**src/hdl/wsfd_pkg.sv**
```systemverilog
// Shared types and constants for the websocket frame deframer.
// No dependencies; imported by every module of the block.
package wsfd_pkg;

  localparam int unsigned QueueDepth = 4;

  localparam int unsigned LenWidth  = 64;
  localparam int unsigned HdrWidth  = 4;
  localparam int unsigned KeyWidth  = 32;
  localparam int unsigned OutDataWidth = 88;

  localparam logic [6:0] LenCode16 = 7'd126;
  localparam logic [6:0] LenCode64 = 7'd127;

  localparam logic [HdrWidth-1:0] HdrLenShort = 4'd2;
  localparam logic [HdrWidth-1:0] HdrLen16    = 4'd4;
  localparam logic [HdrWidth-1:0] HdrLen64    = 4'd10;
  localparam logic [HdrWidth-1:0] HdrKeyBytes = 4'd4;

  localparam logic [2:0] ExtBytes16 = 3'd2;
  localparam logic [2:0] ExtBytes64 = 3'd0;  // wraps: eight bytes
  localparam logic [2:0] KeyBytes   = 3'd4;

  typedef enum logic {
    KIND_HEADER  = 1'b0,
    KIND_PAYLOAD = 1'b1
  } item_kind_e;

  // classified word handed from the parser to the output stage
  typedef struct packed {
    item_kind_e           kind;
    logic                 fin;
    logic [3:0]           opcode;
    logic                 masked;
    logic [LenWidth-1:0]  len;
    logic [HdrWidth-1:0]  hdr_len;
    logic [7:0]           data;
    logic [7:0]           key;
    logic                 last;
  } cmd_t;

endpackage

```
**src/hdl/websocket_frame_deframer_core.sv**
```systemverilog
// Top level of the websocket frame deframer: parser, word queue, output stage.
// Depends on wsfd_pkg, wsfd_front, wsfd_queue, wsfd_back.
//
// Takes one received byte per cycle and decodes RFC 6455 frames. No word comes
// out while header bytes arrive; one header word follows the last header byte
// (FIN, opcode, MASK, length, header length), then one unmasked payload word
// per payload byte. tlast marks the last word of a frame, which is the header
// word for an empty frame. Throughput is one byte per cycle; an accepted byte's
// word is registered first in the queue and then in the output register. The
// input stalls only when the queue of QueueDepth words is full.
module websocket_frame_deframer_core #(
  parameter int unsigned QueueDepth = wsfd_pkg::QueueDepth
) (
  input  logic                              clk_i,
  input  logic                              rst_ni,
  input  logic                              s_axis_tvalid_i,
  output logic                              s_axis_tready_o,
  input  logic [7:0]                        s_axis_tdata_i,   // [7:0] rx_byte
  output logic                              m_axis_tvalid_o,
  input  logic                              m_axis_tready_i,
  // [0] fin_flag, [4:1] frame_opcode, [5] mask_present, [69:6] payload_length,
  // [73:70] header_length, [81:74] payload_byte, [87:82] zero
  output logic [wsfd_pkg::OutDataWidth-1:0] m_axis_tdata_o,
  output logic                              m_axis_tuser_o,   // [0] item_kind
  output logic                              m_axis_tlast_o    // frame_end
);
  import wsfd_pkg::*;

  logic room, push, pop, q_valid;
  cmd_t push_cmd, q_cmd;

  wsfd_front u_front (
    .clk_i      (clk_i),
    .rst_ni     (rst_ni),
    .in_valid_i (s_axis_tvalid_i),
    .in_byte_i  (s_axis_tdata_i),
    .room_i     (room),
    .in_ready_o (s_axis_tready_o),
    .push_o     (push),
    .cmd_o      (push_cmd)
  );

  wsfd_queue #(
    .Depth (QueueDepth)
  ) u_queue (
    .clk_i   (clk_i),
    .rst_ni  (rst_ni),
    .push_i  (push),
    .wdata_i (push_cmd),
    .room_o  (room),
    .pop_i   (pop),
    .valid_o (q_valid),
    .rdata_o (q_cmd)
  );

  wsfd_back u_back (
    .clk_i     (clk_i),
    .rst_ni    (rst_ni),
    .valid_i   (q_valid),
    .cmd_i     (q_cmd),
    .pop_o     (pop),
    .m_valid_o (m_axis_tvalid_o),
    .m_ready_i (m_axis_tready_i),
    .m_data_o  (m_axis_tdata_o),
    .m_kind_o  (m_axis_tuser_o),
    .m_last_o  (m_axis_tlast_o)
  );

endmodule

```
**src/hdl/wsfd_front.sv**
```systemverilog
// Frame header parser: accepts stream bytes and emits classified words.
// Depends on wsfd_pkg.
module wsfd_front (
  input  logic          clk_i,
  input  logic          rst_ni,
  input  logic          in_valid_i,
  input  logic [7:0]    in_byte_i,
  input  logic          room_i,
  output logic          in_ready_o,
  output logic          push_o,
  output wsfd_pkg::cmd_t cmd_o
);
  import wsfd_pkg::*;

  typedef enum logic [2:0] {
    PH_FIRST   = 3'd0,
    PH_SECOND  = 3'd1,
    PH_EXTLEN  = 3'd2,
    PH_KEY     = 3'd3,
    PH_PAYLOAD = 3'd4
  } phase_e;

  phase_e                phase_q, phase_d;
  logic [2:0]            ext_q, ext_d;
  logic                  fin_q, fin_d;
  logic [3:0]            opc_q, opc_d;
  logic                  msk_q, msk_d;
  logic [LenWidth-1:0]   len_q, len_d;
  logic [KeyWidth-1:0]   key_q, key_d;
  logic [LenWidth-1:0]   rem_q, rem_d;
  logic [1:0]            midx_q, midx_d;
  logic [HdrWidth-1:0]   hdr_q, hdr_d;

  logic                  acc;
  logic                  len_done;
  logic                  hdr_done;
  logic [7:0]            key_byte;

  assign in_ready_o = room_i;
  assign acc        = in_valid_i && room_i;
  assign key_byte   = msk_q ? key_q[{~midx_q, 3'b000} +: 8] : 8'h00;

  always_comb begin
    phase_d  = phase_q;
    ext_d    = ext_q;
    fin_d    = fin_q;
    opc_d    = opc_q;
    msk_d    = msk_q;
    len_d    = len_q;
    key_d    = key_q;
    rem_d    = rem_q;
    midx_d   = midx_q;
    hdr_d    = hdr_q;
    len_done = 1'b0;
    hdr_done = 1'b0;
    push_o   = 1'b0;
    cmd_o    = '0;
    if (acc) begin
      unique case (phase_q)
        PH_SECOND: begin
          msk_d = in_byte_i[7];
          len_d = '0;
          if (in_byte_i[6:0] == LenCode16) begin
            ext_d   = ExtBytes16;
            hdr_d   = HdrLen16;
            phase_d = PH_EXTLEN;
          end else if (in_byte_i[6:0] == LenCode64) begin
            ext_d   = ExtBytes64;
            hdr_d   = HdrLen64;
            phase_d = PH_EXTLEN;
          end else begin
            len_d    = {{(LenWidth-7){1'b0}}, in_byte_i[6:0]};
            hdr_d    = HdrLenShort;
            len_done = 1'b1;
          end
        end
        PH_EXTLEN: begin
          len_d    = {len_q[LenWidth-9:0], in_byte_i};
          ext_d    = ext_q - 3'd1;
          len_done = (ext_d == 3'd0);
        end
        PH_KEY: begin
          key_d    = {key_q[KeyWidth-9:0], in_byte_i};
          ext_d    = ext_q - 3'd1;
          hdr_done = (ext_d == 3'd0);
        end
        PH_PAYLOAD: begin
          midx_d       = midx_q + 2'd1;
          rem_d        = rem_q - LenWidth'(1);
          push_o       = 1'b1;
          cmd_o.kind   = KIND_PAYLOAD;
          cmd_o.fin    = fin_q;
          cmd_o.opcode = opc_q;
          cmd_o.masked = msk_q;
          cmd_o.len    = len_q;
          cmd_o.hdr_len = hdr_q;
          cmd_o.data   = in_byte_i;
          cmd_o.key    = key_byte;
          cmd_o.last   = (rem_d == '0);
          if (rem_d == '0) phase_d = PH_FIRST;
        end
        default: begin
          fin_d   = in_byte_i[7];
          opc_d   = in_byte_i[3:0];
          phase_d = PH_SECOND;
        end
      endcase

      if (len_done) begin
        if (msk_d) begin
          hdr_d   = hdr_d + HdrKeyBytes;
          ext_d   = KeyBytes;
          key_d   = '0;
          phase_d = PH_KEY;
        end else begin
          hdr_done = 1'b1;
        end
      end

      if (hdr_done) begin
        rem_d         = len_d;
        midx_d        = 2'd0;
        push_o        = 1'b1;
        cmd_o.kind    = KIND_HEADER;
        cmd_o.fin     = fin_d;
        cmd_o.opcode  = opc_d;
        cmd_o.masked  = msk_d;
        cmd_o.len     = len_d;
        cmd_o.hdr_len = hdr_d;
        cmd_o.last    = (len_d == '0);
        phase_d       = (len_d == '0) ? PH_FIRST : PH_PAYLOAD;
      end
    end
  end

  always_ff @(posedge clk_i or negedge rst_ni) begin
    if (!rst_ni) begin
      phase_q <= PH_FIRST;
      ext_q   <= '0;
      fin_q   <= 1'b0;
      opc_q   <= '0;
      msk_q   <= 1'b0;
      len_q   <= '0;
      key_q   <= '0;
      rem_q   <= '0;
      midx_q  <= '0;
      hdr_q   <= '0;
    end else begin
      phase_q <= phase_d;
      ext_q   <= ext_d;
      fin_q   <= fin_d;
      opc_q   <= opc_d;
      msk_q   <= msk_d;
      len_q   <= len_d;
      key_q   <= key_d;
      rem_q   <= rem_d;
      midx_q  <= midx_d;
      hdr_q   <= hdr_d;
    end
  end

  a_key_count: assert property (@(posedge clk_i) disable iff (!rst_ni)
    (phase_q == PH_KEY) |-> (ext_q != 3'd0 && ext_q <= KeyBytes))
    else $error("key byte count out of range");

  a_payload_nonzero: assert property (@(posedge clk_i) disable iff (!rst_ni)
    (phase_q == PH_PAYLOAD) |-> (rem_q != '0))
    else $error("payload phase with nothing remaining");

  a_push_on_accept: assert property (@(posedge clk_i) disable iff (!rst_ni)
    push_o |-> acc)
    else $error("word pushed without an accepted byte");

endmodule

```
**src/hdl/wsfd_queue.sv**
```systemverilog
// Short FIFO of classified words between parser and output stage.
// Depends on wsfd_pkg.
module wsfd_queue #(
  parameter int unsigned Depth = wsfd_pkg::QueueDepth
) (
  input  logic           clk_i,
  input  logic           rst_ni,
  input  logic           push_i,
  input  wsfd_pkg::cmd_t wdata_i,
  output logic           room_o,
  input  logic           pop_i,
  output logic           valid_o,
  output wsfd_pkg::cmd_t rdata_o
);
  import wsfd_pkg::*;

  localparam int unsigned PtrW = $clog2(Depth);
  localparam int unsigned CntW = $clog2(Depth + 1);
  localparam logic [PtrW-1:0] LastPtr = PtrW'(Depth - 1);
  localparam logic [CntW-1:0] FullCnt = CntW'(Depth);

  cmd_t            mem_q [Depth];
  logic [PtrW-1:0] wptr_q, rptr_q;
  logic [CntW-1:0] cnt_q;
  logic            do_push, do_pop;

  assign room_o  = (cnt_q != FullCnt);
  assign valid_o = (cnt_q != '0);
  assign rdata_o = mem_q[rptr_q];
  assign do_push = push_i && room_o;
  assign do_pop  = pop_i && valid_o;

  always_ff @(posedge clk_i) begin
    if (do_push) mem_q[wptr_q] <= wdata_i;
  end

  always_ff @(posedge clk_i or negedge rst_ni) begin
    if (!rst_ni) begin
      wptr_q <= '0;
      rptr_q <= '0;
      cnt_q  <= '0;
    end else begin
      if (do_push) wptr_q <= (wptr_q == LastPtr) ? '0 : wptr_q + PtrW'(1);
      if (do_pop)  rptr_q <= (rptr_q == LastPtr) ? '0 : rptr_q + PtrW'(1);
      if (do_push && !do_pop)      cnt_q <= cnt_q + CntW'(1);
      else if (do_pop && !do_push) cnt_q <= cnt_q - CntW'(1);
    end
  end

  a_cnt_bound: assert property (@(posedge clk_i) disable iff (!rst_ni)
    cnt_q <= FullCnt)
    else $error("queue count overflow");

  a_no_drop: assert property (@(posedge clk_i) disable iff (!rst_ni)
    push_i |-> room_o)
    else $error("word pushed into full queue");

endmodule

```
**src/hdl/wsfd_back.sv**
```systemverilog
// Output stage: unmasks payload bytes and holds the result word for the sink.
// Depends on wsfd_pkg.
module wsfd_back (
  input  logic                                 clk_i,
  input  logic                                 rst_ni,
  input  logic                                 valid_i,
  input  wsfd_pkg::cmd_t                       cmd_i,
  output logic                                 pop_o,
  output logic                                 m_valid_o,
  input  logic                                 m_ready_i,
  output logic [wsfd_pkg::OutDataWidth-1:0]    m_data_o,
  output logic                                 m_kind_o,
  output logic                                 m_last_o
);
  import wsfd_pkg::*;

  localparam int unsigned PackW = 1 + 4 + 1 + LenWidth + HdrWidth + 8;

  logic                    vld_q;
  logic [OutDataWidth-1:0] data_q;
  logic                    kind_q, last_q;
  logic                    load;

  assign load      = valid_i && (!vld_q || m_ready_i);
  assign pop_o     = load;
  assign m_valid_o = vld_q;
  assign m_data_o  = data_q;
  assign m_kind_o  = kind_q;
  assign m_last_o  = last_q;

  always_ff @(posedge clk_i or negedge rst_ni) begin
    if (!rst_ni) begin
      vld_q <= 1'b0;
    end else if (load) begin
      vld_q <= 1'b1;
    end else if (m_ready_i) begin
      vld_q <= 1'b0;
    end
  end

  always_ff @(posedge clk_i) begin
    if (load) begin
      data_q <= {{(OutDataWidth-PackW){1'b0}}, cmd_i.data ^ cmd_i.key, cmd_i.hdr_len,
                 cmd_i.len, cmd_i.masked, cmd_i.opcode, cmd_i.fin};
      kind_q <= cmd_i.kind;
      last_q <= cmd_i.last;
    end
  end

  a_hdr_zero_byte: assert property (@(posedge clk_i) disable iff (!rst_ni)
    (m_valid_o && (m_kind_o == KIND_HEADER)) |-> (m_data_o[PackW-1 -: 8] == 8'h00))
    else $error("header word carries a data byte");

endmodule
```
**config.mk**
```make
export PLATFORM = sky130hd
export DESIGN_NAME = websocket_frame_deframer_core
export DESIGN_NICKNAME = d
export VERILOG_FILES = /design/src/hdl/wsfd_pkg.sv /design/src/hdl/websocket_frame_deframer_core.sv /design/src/hdl/wsfd_front.sv /design/src/hdl/wsfd_queue.sv /design/src/hdl/wsfd_back.sv
export SDC_FILE = /design/constraint.sdc
export NUM_CORES = 1
export LEC_CHECK = 0
export ABC_AREA = 1
export BUFFER_PORTS_ARGS = -buffer_cell sky130_fd_sc_hd__buf_2
export CORE_ASPECT_RATIO = 0.75
export CORE_MARGIN = 3
export CORE_UTILIZATION = 42
export CTS_CLUSTER_DIAMETER = 120
export CTS_CLUSTER_SIZE = 30
export DETAILED_ROUTE_END_ITERATION = 8
export GPL_TIMING_DRIVEN = 0
export PLACE_DENSITY_LB_ADDON = 0.15
export SYNTH_ARGS = -nofsm -noshare
export SYNTH_HDL_FRONTEND = slang
export SYNTH_SLANG_ARGS = --single-unit
```
**constraint.sdc**
```tcl
create_clock -name clk_i -period 6.78 [get_ports clk_i]
set_input_delay 0.678 -clock clk_i [delete_from_list [all_inputs] [get_ports clk_i]]
set_output_delay 0.678 -clock clk_i [all_outputs]
set_load 0.03 [all_outputs]
```
## Word-level counts from Yosys, hierarchy flattened

Memories as Yosys holds them, arrays and structs flattened.
Cells that the tools add are included.

| word-level totals | value |
|---|---|
| register bits | 270 |
| bits in writable memories | 368 |
| input bits | 12 |
| output and inout port bits | 92 |
| memories | 1 |

| operators by class | value |
|---|---|
| $add $sub $neg | 8 |
| equal/unequal tests | 9 |
| shift-type cells | 1 |
| mux-type cells | 58 |
| bitwise logic cells | 2 |
| reductions and logical operators | 20 |

Memories:

| memory | depth | bits a word | rd ports | clocked after memory_dff | write ports | line | source |
|---|---|---|---|---|---|---|---|
| u_queue.mem_q | 4 | 92 | 1 | 0 | 1 | wsfd_queue.sv:22 | `cmd_t mem_q [Depth];` |

Operators by type and width:

| kind | number |
|---|---|
| 64-bit two-way mux | 4 |
| 92-bit two-way mux | 2 |
| 64-bit zero test | 2 |
| 64-bit one-hot mux with 2 select lines | 1 |
| 32-bit two-way mux | 3 |
| 75-bit two-way mux | 1 |
| 64-bit by 1-bit subtractor with 64-bit output (second input constant) | 1 |
| 3-bit two-way mux | 13 |
| 32-bit by 6-bit variable part select with 8-bit output | 1 |
| 4-bit two-way mux | 7 |
| 1-bit two-way mux | 18 |
| 7-bit == test (second input constant) | 2 |
| 3-bit one-hot mux with 3 select lines | 1 |
| 2-bit two-way mux | 4 |
| 8-bit two-way mux | 1 |
| 8-bit XOR | 1 |
| 7-bit two-way mux | 1 |
| 2-bit by 1-bit adder with 2-bit output (second input constant) | 3 |
| 3-bit by 2-bit == test with 1-bit output (second input constant) | 2 |
| 1-bit logical AND | 6 |
| 3-bit one-hot mux with 2 select lines | 1 |
| 2-bit nonzero test | 3 |
| 3-bit by 1-bit subtractor with 3-bit output (second input constant) | 2 |
| 4-bit by 3-bit adder with 4-bit output (second input constant) | 1 |
| 14 further kinds | 17 |

## Depth between registers and ports, before layout

Gate-level depths: netlist of the first run.

| depth | value |
|---|---|
| depth in word-level cells | 14 |
| mapped depth | 19 |
| gate-level depth less buffers | 17 |

## By module

From an unflattened synthesis of the first run, not the netlist that was laid out.

| second synthesis, totals | value |
|---|---|
| cell total of the unflattened synthesis | 3141 |
| area, all modules | 30013.8 sq um |

By module, submodules not included:

| module | instances | cells each | area an instance (sq um) | sequential area each (sq um) |
|---|---|---|---|---|
| wsfd_queue | 1 | 1132 | 15168.3 | 11225.8 |
| wsfd_front | 1 | 1880 | 12109.1 | 4454.3 |
| wsfd_back | 1 | 129 | 2736.4 | 2547.4 |

## Least setup slack after synthesis of the first run

OpenSTA, ideal clock, no wires.

| timing path | value |
|---|---|
| path kind | reg-to-reg |
| start | reg u_queue.cnt_q[0] |
| end | reg u_queue.cnt_q[1] |
| arrival time | 6.564 ns |
| path slack | 0.093 ns |
| stages on the path, launching flop included | 9 |
| path buffers | 0 |
| cell sequence | dfrtp_1 > inv_1 > a31oi_1 > inv_1 > ha_1 > inv_1 > fa_1 > nor2_1 > a21oi_1 |

| between the ends | value |
|---|---|
| elaborated cells between the ends (all ways) | 16 |

RTL lines:

| element | line | source |
|---|---|---|
| start, declared | wsfd_queue.sv:24 | `logic [CntW-1:0] cnt_q;` |
| start signal, assigned | wsfd_queue.sv:45 | `if (do_push && !do_pop) cnt_q <= cnt_q + CntW'(1);` |
| start signal, assigned | wsfd_queue.sv:46 | `else if (do_pop && !do_push) cnt_q <= cnt_q - CntW'(1);` |
| 3-bit nonzero test (*) | wsfd_queue.sv:28 | `assign valid_o = (cnt_q != '0);` |
| 1-bit logical AND (*) | wsfd_back.sv:24 | `assign load = valid_i && (!vld_q \|\| m_ready_i);` |
| via pop | websocket_frame_deframer_core.sv:29 | `logic room, push, pop, q_valid;` |
| 1-bit logical AND (*) | wsfd_queue.sv:31 | `assign do_pop = pop_i && valid_o;` |
| 1-bit zero test | wsfd_queue.sv:45 |  |
| 1-bit logical AND | wsfd_queue.sv:45 |  |
| 3-bit two-way mux or 2-bit nonzero test (tied branches) | n/a |  |

The timed path passes the listed nets; every way through them passes the cells marked *. The select of a mux whose other input is x is not followed.
A chain may end at the register's enable or synchronous reset.

==> results of run 1 <==
==> cell type report <==
class,instances,area [um^2]
fill,6319,35700
sequential,638,18200
multi-input combinational,1870,8820
tap,882,1100
inverter,242,911
timing repair buffer,116,906
buffer,154,699
clock buffer,42,689
clock inverter,3,45.0
antenna,3,7.51
==> through the flow <==
step / instances / hold WS (ps) / setup WS (ps)
after floorplan: 2904 / 382 / 93.3
after global placement: 3883 / 479 / -3520
after detailed placement: 3902 / 489 / 2740
after CTS: 3947 / 91.7 / 2790
after global routing: 3947 / 118 / 2580
final: 3950 / 69.7 / 2730
==> logic make-up (layout without fill, tap and decap cells) <==
kind of cell	Yosys count	count (layout)	synth area share (%)
compound gates	703	703	13.7
xor+xnor	22	22	0.674
other cells	1	9	0.0131
flops	638	638	63.7
fa+ha+maj	11	11	0.508
simple gates	1128	1128	15.7
buf+inv	396	557	5.63
==> placed cells by master, fill, tap and decap left out, types with 8 or more instances in the layout <==
cell and instances:
nand3b_1 14, a21oi_1 95, o21ai_0 338, nand3_1 46
edfxtp_1 452, dfrtp_1 186, inv_2 8, o211ai_1 25
nor2_2 9, o311ai_0 8, clkbuf_16 25, clkbuf_1 129
xor2_1 18, o22ai_1 168, nor2_4 8, buf_6 9
inv_1 228, buf_12 15, a31oi_1 39, ha_1 10
buf_2 118, nand4_1 11, nand2_1 571, o21ai_1 21
nor2_1 449
==> where the power goes <==
group | switching [mW] | internal (mW) | total, mW
combinational | 4.64 | 1.74 | 6.38
sequential | 0.579 | 5.45 | 6.03
clock | 1.21 | 0.722 | 1.93
==> sequential cells by signal, indices dropped and copies added, names as in the netlist <==
register,flops
u_queue.mem_q,368
u_back.m_data_o,82
u_front.len_q,64
u_front.rem_q,64
u_front.key_q,32
u_front.hdr_q,4
u_front.opc_q,4
u_front.ext_q,3
u_front.phase_q,3
u_queue.cnt_q,3
u_front.midx_q,2
u_queue.rptr_q,2
u_queue.wptr_q,2
u_back.m_kind_o,1
u_back.m_last_o,1
u_back.m_valid_o,1
u_front.fin_q,1
u_front.msk_q,1
==> worst max-delay path by stage <==
stage / from / end / slack (ps) / cells past startpoint
final: u_front.rem_q[0]$_DFFE_PN0P_ / u_queue.mem_q[2][0]$_DFFE_PP_ / 2730 / 16
after global routing: u_front.rem_q[0]$_DFFE_PN0P_ / u_queue.mem_q[2][0]$_DFFE_PP_ / 2580 / 16
after CTS: u_front.rem_q[0]$_DFFE_PN0P_ / u_queue.mem_q[0][0]$_DFFE_PP_ / 2790 / 16
after detailed placement: s_axis_tdata_i[0] / u_queue.mem_q[0][50]$_DFFE_PP_ / 2740 / 16
after global placement: s_axis_tdata_i[0] / u_queue.mem_q[3][50]$_DFFE_PP_ / -3520 / 12
after floorplan: u_queue.cnt_q[0]$_DFFE_PN0P_ / u_queue.cnt_q[1]$_DFFE_PN0P_ / 90 / 8
==> per-layer routing <==
metal,part of all wire (%),vias up
li1,-,10200
met1,48,10900
met2,42,909
met3,9.0,87
met4,1.5,2
met5,0.015,-
==> flow_summary.json, run 1 <==
{
  "ctsHtreeMaxLevel": 1,
  "ant_nets": 0,
  "worstMarginPinSlew_ps": 1260,
  "maxSlewViolCount": 0,
  "cp_slowest_cell": "a21oi_1",
  "grt_overflow": 0,
  "final_core_util_pct": 46.8,
  "synth_warnings": 0,
  "cts_tree": "yes",
  "ys_seq_elements": 638,
  "drc": 0,
  "cp.arrival_ps": 4320,
  "nets": 3070,
  "end_kind": "register",
  "finalCritPeriodShare_pct": 59.7,
  "post_synth_inst_count": 2899,
  "ys_types": 43,
  "vdd_drop_max_v": 0.000247,
  "power_leakage_nw": 11.7,
  "reg2reg_slack_ps": 2730,
  "finalSetupViolCount": 0,
  "grt_max_degree": 96,
  "cts_buffers": 25,
  "outcome": "finished clean",
  "grt.busiest_layer": "met1",
  "first_pass_iters": 6,
  "start_util_pct": 42.6,
  "yosys-top-cells-count": "nand2_1, nor2_1, edfxtp_1, o21ai_0, inv_1",
  "netlist_top_cells_area": "edfxtp_1, dfrtp_1, nand2_1",
  "rsz0062_at_grt": "no",
  "clockRootBuffer": "clkbuf_16",
  "ctsResizeCount": 0,
  "worstPathRequired_ps": 7050,
  "crit_path_frequent_cell": "nand2_1",
  "critPathBufInv": 1,
  "die_h_um": 232,
  "die_area_um2": 71300,
  "ys_seq_area_share_pct": 63.7,
  "min_path_type": "input pin to asynchronous set/reset pin",
  "synth_flop_cell": "edfxtp_1",
  "drt_iter0_markers": 2606,
  "max_freq_mhz": 247,
  "clockBufferDepth": 3,
  "reg2reg_from": "u_front.rem_q[0]$_DFFE_PN0P_",
  "pwr_density_cell_nw_per_um2": 457,
  "post_cts_buffers": 0,
  "dpl_cell_area_um2": 30700,
  "hold_buffers": 0,
  "power_mw": 14.3,
  "coreArea_um2": 67100,
  "fin_area_um2": 31400,
  "clock-sinks": 638,
  "cp_top_family": "simple AND/OR/NAND/NOR gates",
  "wl_per_cell_um": 22.7,
  "vias": 22100,
  "grt_pass1_wl_um": 132000,
  "synth_top_area_share_pct": 47.5,
  "async_reset_ff_share_pct": 29.2,
  "antenna_found_initial": 6,
  "gp_congestion": 0.960,
  "clk-insertion-delay-late_ps": 650,
  "fin_tns_setup_ps": 0,
  "max_stage_delay_ps": 860,
  "max_cap_violations": 0,
  "synth-edff-count": 452,
  "min_period_ps": 4050,
  "crit_fanout": 10,
  "max_slew_margin_pct": 14.8,
  "startpoint_type": "register",
  "yosysTopAreaCell": "edfxtp_1",
  "worstReg2RegEnd": "u_queue.mem_q[2][0]$_DFFE_PP_",
  "first_global_vias": 20400,
  "drive_above_1_share_pct": 7.37,
  "post-synth-top-count-cell": "nand2_1",
  "path_cells": "inv_1 -> ha_1 -> nand3_4 -> nor2_4 -> nand2_1 -> nor2_2 -> nand2_1 -> nand2_1 -> nand2_1 -> nor2_1 -> nand2_1 -> nor2_1 -> nand2_1 -> nor2_1 -> nand2_1 -> a21oi_1",
  "worstRegToRegCells": 16,
  "io_buffers": 97,
  "vias_per_cell": 5.59,
  "area.growth.synth_to_final_pct": 9.85,
  "grt_usage_pct": 24.7,
  "clk_pin_slew_ps": 120,
  "wirelength_um": 89600,
  "io_pins": 104,
  "rows": 82,
  "synth.cell_area_um2": 28600,
  "syn_avg_cell_area_um2": 9.86,
  "critPathKind": "register to register",
  "skew_ps": 34.2,
  "die_w_um": 307,
  "hpwl_um": 65800,
  "met1_usage_pct": 39.3,
  "use_met2_pct": 35.4,
  "grtUsageMet3_pct": 4.59,
  "hold_viol_final": 0
}
Note: power is estimated with default switching activity, not from simulation.
==> inputs of run 2 (changes only) <==
==> constraint.sdc (replaced) <==
create_clock -name clk_i -period 3.75 [get_ports clk_i]
set_input_delay 0.375 -clock clk_i [delete_from_list [all_inputs] [get_ports clk_i]]
set_output_delay 0.375 -clock clk_i [all_outputs]
set_load 0.03 [all_outputs]
==> flow_summary.json, run 2 (synthesis gave the netlist of run 1 again) <==
{
  "io_buffers": 97,
  "final_core_util_pct": 47.0,
  "power_leakage_nw": 11.7,
  "vdd_drop_max_v": 0.000374,
  "finalSetupViolCount": 0,
  "drive_above_1_share_pct": 7.52,
  "max_freq_mhz": 286,
  "io_pins": 104,
  "max_cap_violations": 0,
  "seq_area_um2": 18200,
  "grt_overflow": 0,
  "clk_pin_slew_ps": 130,
  "first_global_vias": 20800,
  "rsz0062_at_grt": "no",
  "n_fill_cell": 6289,
  "clkPwrFrac_pct": 13.5,
  "hpwl_um": 68300,
  "worstMarginPinSlew_ps": 1230,
  "crit_fanout": 24,
  "ant_nets": 0,
  "p_comb_share_pct": 44.7,
  "clockRootBuffer": "clkbuf_16",
  "grt_pass1_wl_um": 135000,
  "wirelength_um": 91200,
  "drt_iter0_markers": 2224,
  "gp_congestion": 0.940,
  "maxSlewViolCount": 0,
  "min_path_type": "input pin to register",
  "max_slew_margin_pct": 17.4,
  "fin_area_um2": 31500,
  "max_stage_delay_ps": 540,
  "cp_slowest_cell": "nor2_4",
  "pwr-share-seq_pct": 41.9,
  "clockBufferDepth": 3,
  "pwr_density_cell_nw_per_um2": 826,
  "mostFrequentLayoutCell": "nand2_1",
  "drc": 0,
  "vias_per_cell": 5.57,
  "hold_viol_final": 0,
  "final_cell_mix": "nand2_1, edfxtp_1, nor2_1, o21ai_0, inv_1",
  "clock-sinks": 638,
  "largest_register_ffs": 368,
  "grt_max_degree": 96,
  "timing.final.ws_setup_ps": 249,
  "clk-insertion-delay-late_ps": 650,
  "p_switching_mw": 11.7,
  "start_util_pct": 42.6,
  "outcome": "finished clean",
  "antenna_found_initial": 4,
  "coreArea_um2": 67100,
  "cp.arrival_ps": 3830,
  "die_w_um": 307,
  "fin_cells": 3955,
  "end_kind": "register",
  "largest-register": "u_queue.mem_q",
  "post_cts_buffers": 0,
  "dp.cells": 3905,
  "area.growth.synth_to_final_pct": 10.3,
  "min_period_ps": 3500,
  "vias": 22000,
  "cts_buffers": 25,
  "switching_share_pct": 45.0,
  "dp_slack_ps": -6.65,
  "rows": 82,
  "nets": 3075,
  "dpl_cell_area_um2": 30800,
  "startpoint_type": "register",
  "finalCritPeriodShare_pct": 93.4,
  "critPathKind": "register to register",
  "grt_usage_pct": 25.3,
  "power.internal_mw": 14.3,
  "path_cells": "inv_2 -> nand3_4 -> inv_4 -> nand2_2 -> inv_2 -> nand2_2 -> o21ai_2 -> inv_2 -> o21ai_4 -> o21ai_4 -> nor2_4 -> buf_12 -> buf_12 -> buf_16 -> buf_12",
  "wl_per_cell_um": 23.1,
  "multi_input_area_um2": 8830,
  "worstPathRequired_ps": 4080,
  "first_pass_iters": 6,
  "ctsHtreeMaxLevel": 1,
  "die_h_um": 232,
  "die_area_um2": 71300,
  "skew_ps": 36.6,
  "cts_tree": "yes"
}
[run 2: metrics by stage]
stage	hold WS [ps]	setup TNS [ps]	power, mW
after floorplan	79.4	-179400	18.2
after global placement	473	-1337000	22.3
after detailed placement	482	-26.5	22.5
after CTS	57.4	0	26.0
after global routing	101	0	27.7
final	98.0	0	26.0
[run 2: cell type report]
class / count / area share [%]
Clock buffer: 42 / 2.19
Sequential cell: 638 / 57.8
Buffer: 154 / 2.22
Inverter: 242 / 2.89
Timing Repair Buffer: 121 / 3.22
Antenna cell: 3 / 0.0238
Tap cell: 882 / 3.50
Multi-Input combinational cell: 1870 / 28.0
Clock inverter: 3 / 0.143
[run 2: critical path: cells and delay by family, from the launching register on]
kind,cells,cell delay [ps]
AOI/OAI and AO/OA,3,490
and+or+nand+nor,4,890
buffers and inverters,8,1270
DFF,1,460
[run 2: worst paths after layout]
path                                                start                        endpoint  slack [ps]  cells after the start
max in group asynchronous                          rst_ni   u_front.len_q[37]$_DFFE_PN0P_        2400                      3
min in group asynchronous                          rst_ni   u_front.key_q[14]$_DFFE_PN0P_         380                      2
max                        u_front.phase_q[2]$_DFFE_PN0P_  u_queue.mem_q[1][55]$_DFFE_PP_         250                     15
min                                     s_axis_tdata_i[0]    u_front.opc_q[0]$_DFFE_PN0P_         100                      3
max reg2reg                u_front.phase_q[2]$_DFFE_PN0P_  u_queue.mem_q[1][55]$_DFFE_PP_         250                     15
min reg2reg                  u_front.hdr_q[0]$_DFFE_PN0P_    u_front.hdr_q[0]$_DFFE_PN0P_         510                      2
[run 2: per-layer routing]
metal	part of all wire, %	GRT usage (%)
met3	10	6.21
met1	47	39.4
met4	1.9	4.74
met5	0	0
met2	41	35.9
[run 2: what timing repair did]
action	CTS	global route
cloned	0	0
hold buffers	2	0
hold endpoints to repair	95	0
resized for setup	1	2
endpoints found under the setup margin	4	39
[run 2: power groups by stage]
stage	Clock, mW	Combinational (mW)	Sequential, mW
finish	3.51	11.6	10.9
global route	3.84	12.7	11.1
CTS	3.58	11.6	10.9
detailed placement	0	11.5	11.0
global placement	0	11.1	11.1
floorplan	0	6.42	11.8
==> inputs of run 3 (changes only) <==
--- a/config.mk
+++ b/config.mk
@@ -15,6 +15,7 @@
 export DETAILED_ROUTE_END_ITERATION = 8
 export GPL_TIMING_DRIVEN = 0
 export PLACE_DENSITY_LB_ADDON = 0.15
+export RECOVER_POWER = 50
 export SYNTH_ARGS = -nofsm -noshare
 export SYNTH_HDL_FRONTEND = slang
 export SYNTH_SLANG_ARGS = --single-unit
==> flow_summary.json, run 3 (synthesis gave the netlist of run 1 again) <==
{
  "post_cts_buffers": 0,
  "clk-insertion-delay-late_ps": 650,
  "gp_congestion": 0.940,
  "worstRegToRegCells": 13,
  "switching_share_pct": 45.3,
  "max_slew_margin_pct": -76.7,
  "critPathBufInv": 6,
  "clkPwrFrac_pct": 13.6,
  "crit_path_frequent_cell": "inv_2",
  "worstMarginPinSlew_ps": 2650,
  "wirelength_um": 91200,
  "rsz0062_at_grt": "no",
  "drive_above_1_share_pct": 4.30,
  "drt_iter0_markers": 2279,
  "whs_path_depth": 3,
  "cp_slowest_cell": "o22ai_1",
  "path_cells": "inv_2 -> nand3_4 -> inv_4 -> nand2_1 -> inv_2 -> nand2_2 -> o21ai_2 -> inv_2 -> o21ai_4 -> buf_2 -> clkbuf_1 -> nand2_1 -> o22ai_1",
  "mostFrequentLayoutCell": "nand2_1",
  "max_stage_delay_ps": 610,
  "p_comb_share_pct": 44.1,
  "largest_register_ffs": 368,
  "first_pass_iters": 5,
  "max_cap_violations": 2,
  "startpoint_type": "register",
  "reg2reg_from": "u_front.phase_q[2]$_DFFE_PN0P_",
  "cts_tree": "yes",
  "hold_end": "u_front.opc_q[0]$_DFFE_PN0P_",
  "ctsHtreeMaxLevel": 1,
  "die_h_um": 232,
  "vias_per_cell": 5.60,
  "cp.arrival_ps": 3860,
  "clockBufferDepth": 3,
  "fin_area_um2": 31300,
  "cts_buffers": 25,
  "coreArea_um2": 67100,
  "power_leakage_nw": 11.4,
  "grt_overflow": 0,
  "end_kind": "register",
  "die_area_um2": 71300,
  "pwr_density_cell_nw_per_um2": 826,
  "pwr-share-seq_pct": 42.4,
  "dpl_cell_area_um2": 30800,
  "crit_fanout": 10,
  "drc": 0,
  "p_switching_mw": 11.7,
  "max_freq_mhz": 283,
  "fin_tns_setup_ps": 0,
  "reg2reg_slack_ps": 220,
  "clockRootBuffer": "clkbuf_16",
  "vias": 22200,
  "finalCritPeriodShare_pct": 94.2,
  "ant_nets": 0,
  "cp_top_family": "buffers and inverters",
  "clock-sinks": 638,
  "min_path_type": "input pin to register",
  "largest-register": "u_queue.mem_q",
  "hpwl_um": 68300,
  "final_cell_mix": "nand2_1, edfxtp_1, nor2_1, o21ai_0, inv_1",
  "rows": 82,
  "vdd_drop_max_v": 0.000375,
  "area.growth.synth_to_final_pct": 9.34,
  "die_w_um": 307,
  "min_period_ps": 3530,
  "power.internal_mw": 14.1,
  "wl_per_cell_um": 23.1,
  "hold_start": "s_axis_tdata_i[0]",
  "hold_viol_final": 0,
  "grt_max_degree": 96,
  "first_global_vias": 20800,
  "critPathKind": "register to register",
  "outcome": "complete, but fails checks",
  "io_buffers": 97,
  "clk_pin_slew_ps": 130,
  "violations": "capacitance limit, slew limit",
  "grt_usage_pct": 25.3,
  "io_pins": 104,
  "nets": 3075,
  "worstPathRequired_ps": 4070,
  "maxSlewViolCount": 120,
  "power_mw": 25.8,
  "worstReg2RegEnd": "u_queue.mem_q[1][43]$_DFFE_PP_",
  "skew_ps": 33.3,
  "finalSetupViolCount": 0,
  "start_util_pct": 42.6,
  "antenna_found_initial": 4,
  "grt_pass1_wl_um": 135000
}
[run 3: changes by cell type in the layout (fill, tap and decap cells not counted), sizes merged]
cell and delta:
buf -99, clkbuf +99
[run 3: worst max-delay path by stage]
stage	startpoint	end	slack (ps)	cells past startpoint
global placement	s_axis_tdata_i[0]	u_queue.mem_q[3][56]$_DFFE_PP_	-3170	12
detailed placement	u_front.rem_q[0]$_DFFE_PN0P_	u_queue.mem_q[0][0]$_DFFE_PP_	-7	16
CTS	u_front.phase_q[2]$_DFFE_PN0P_	u_queue.mem_q[3][83]$_DFFE_PP_	9	7
finish	u_front.phase_q[2]$_DFFE_PN0P_	u_queue.mem_q[1][43]$_DFFE_PP_	220	13
floorplan	u_front.ext_q[0]$_DFFE_PN0P_	u_queue.mem_q[0][0]$_DFFE_PP_	-490	9
global route	u_front.phase_q[2]$_DFFE_PN0P_	u_queue.mem_q[3][77]$_DFFE_PP_	40	13
[run 3: tightest hold or removal path, delay by kind of cell]
kind	cells	cell delay, ps
buffers and inverters	1	130
AO/OA/AOI/OAI	2	210
[run 3: power by group through the flow]
stage	combinational, mW	sequential (mW)	clock, mW
final	11.4	10.9	3.50
after global routing	12.5	11.1	3.84
after CTS	11.6	10.9	3.58
after detailed placement	11.5	11.0	0
after global placement	11.1	11.1	0
after floorplan	6.42	11.8	0
[run 3: routing by layer]
layer,vias to the layer above,track usage [%],share of wire (%)
met1,10900,39.4,47
met4,2,4.74,1.9
met3,88,6.21,10
met2,925,35.9,41
met5,-,0,0.021
li1,10200,-,-
[run 3: area by class of cell]
type	count	area, um^2
Antenna cell	3	7.51
Buffer	154	684
Clock buffer	42	689
Clock inverter	3	45.0
Fill cell	6342	35800
Inverter	242	911
Multi-Input combinational cell	1870	8810
Sequential cell	638	18200
Tap cell	882	1100
Timing Repair Buffer	121	790
[run 3: through the flow]
stage	worst slack (ps)	std cells	utilization (%)	hold slack, ps
global placement	-3170	3883	45.0	473
CTS	8.95	3952	47.0	57.4
detailed placement	-6.65	3905	45.8	482
finish	216	3955	46.6	102
global route	41.4	3952	46.6	101
floorplan	-487	2904	-	79.4
[run 3: timing repair]
action / 4_1_cts / 5_1_grt
pin swaps: 0 / 0
resized for setup: 1 / 2
hold buffers: 2 / 0
endpoints found under the setup margin: 4 / 39
endpoints found under the hold margin: 95 / 0
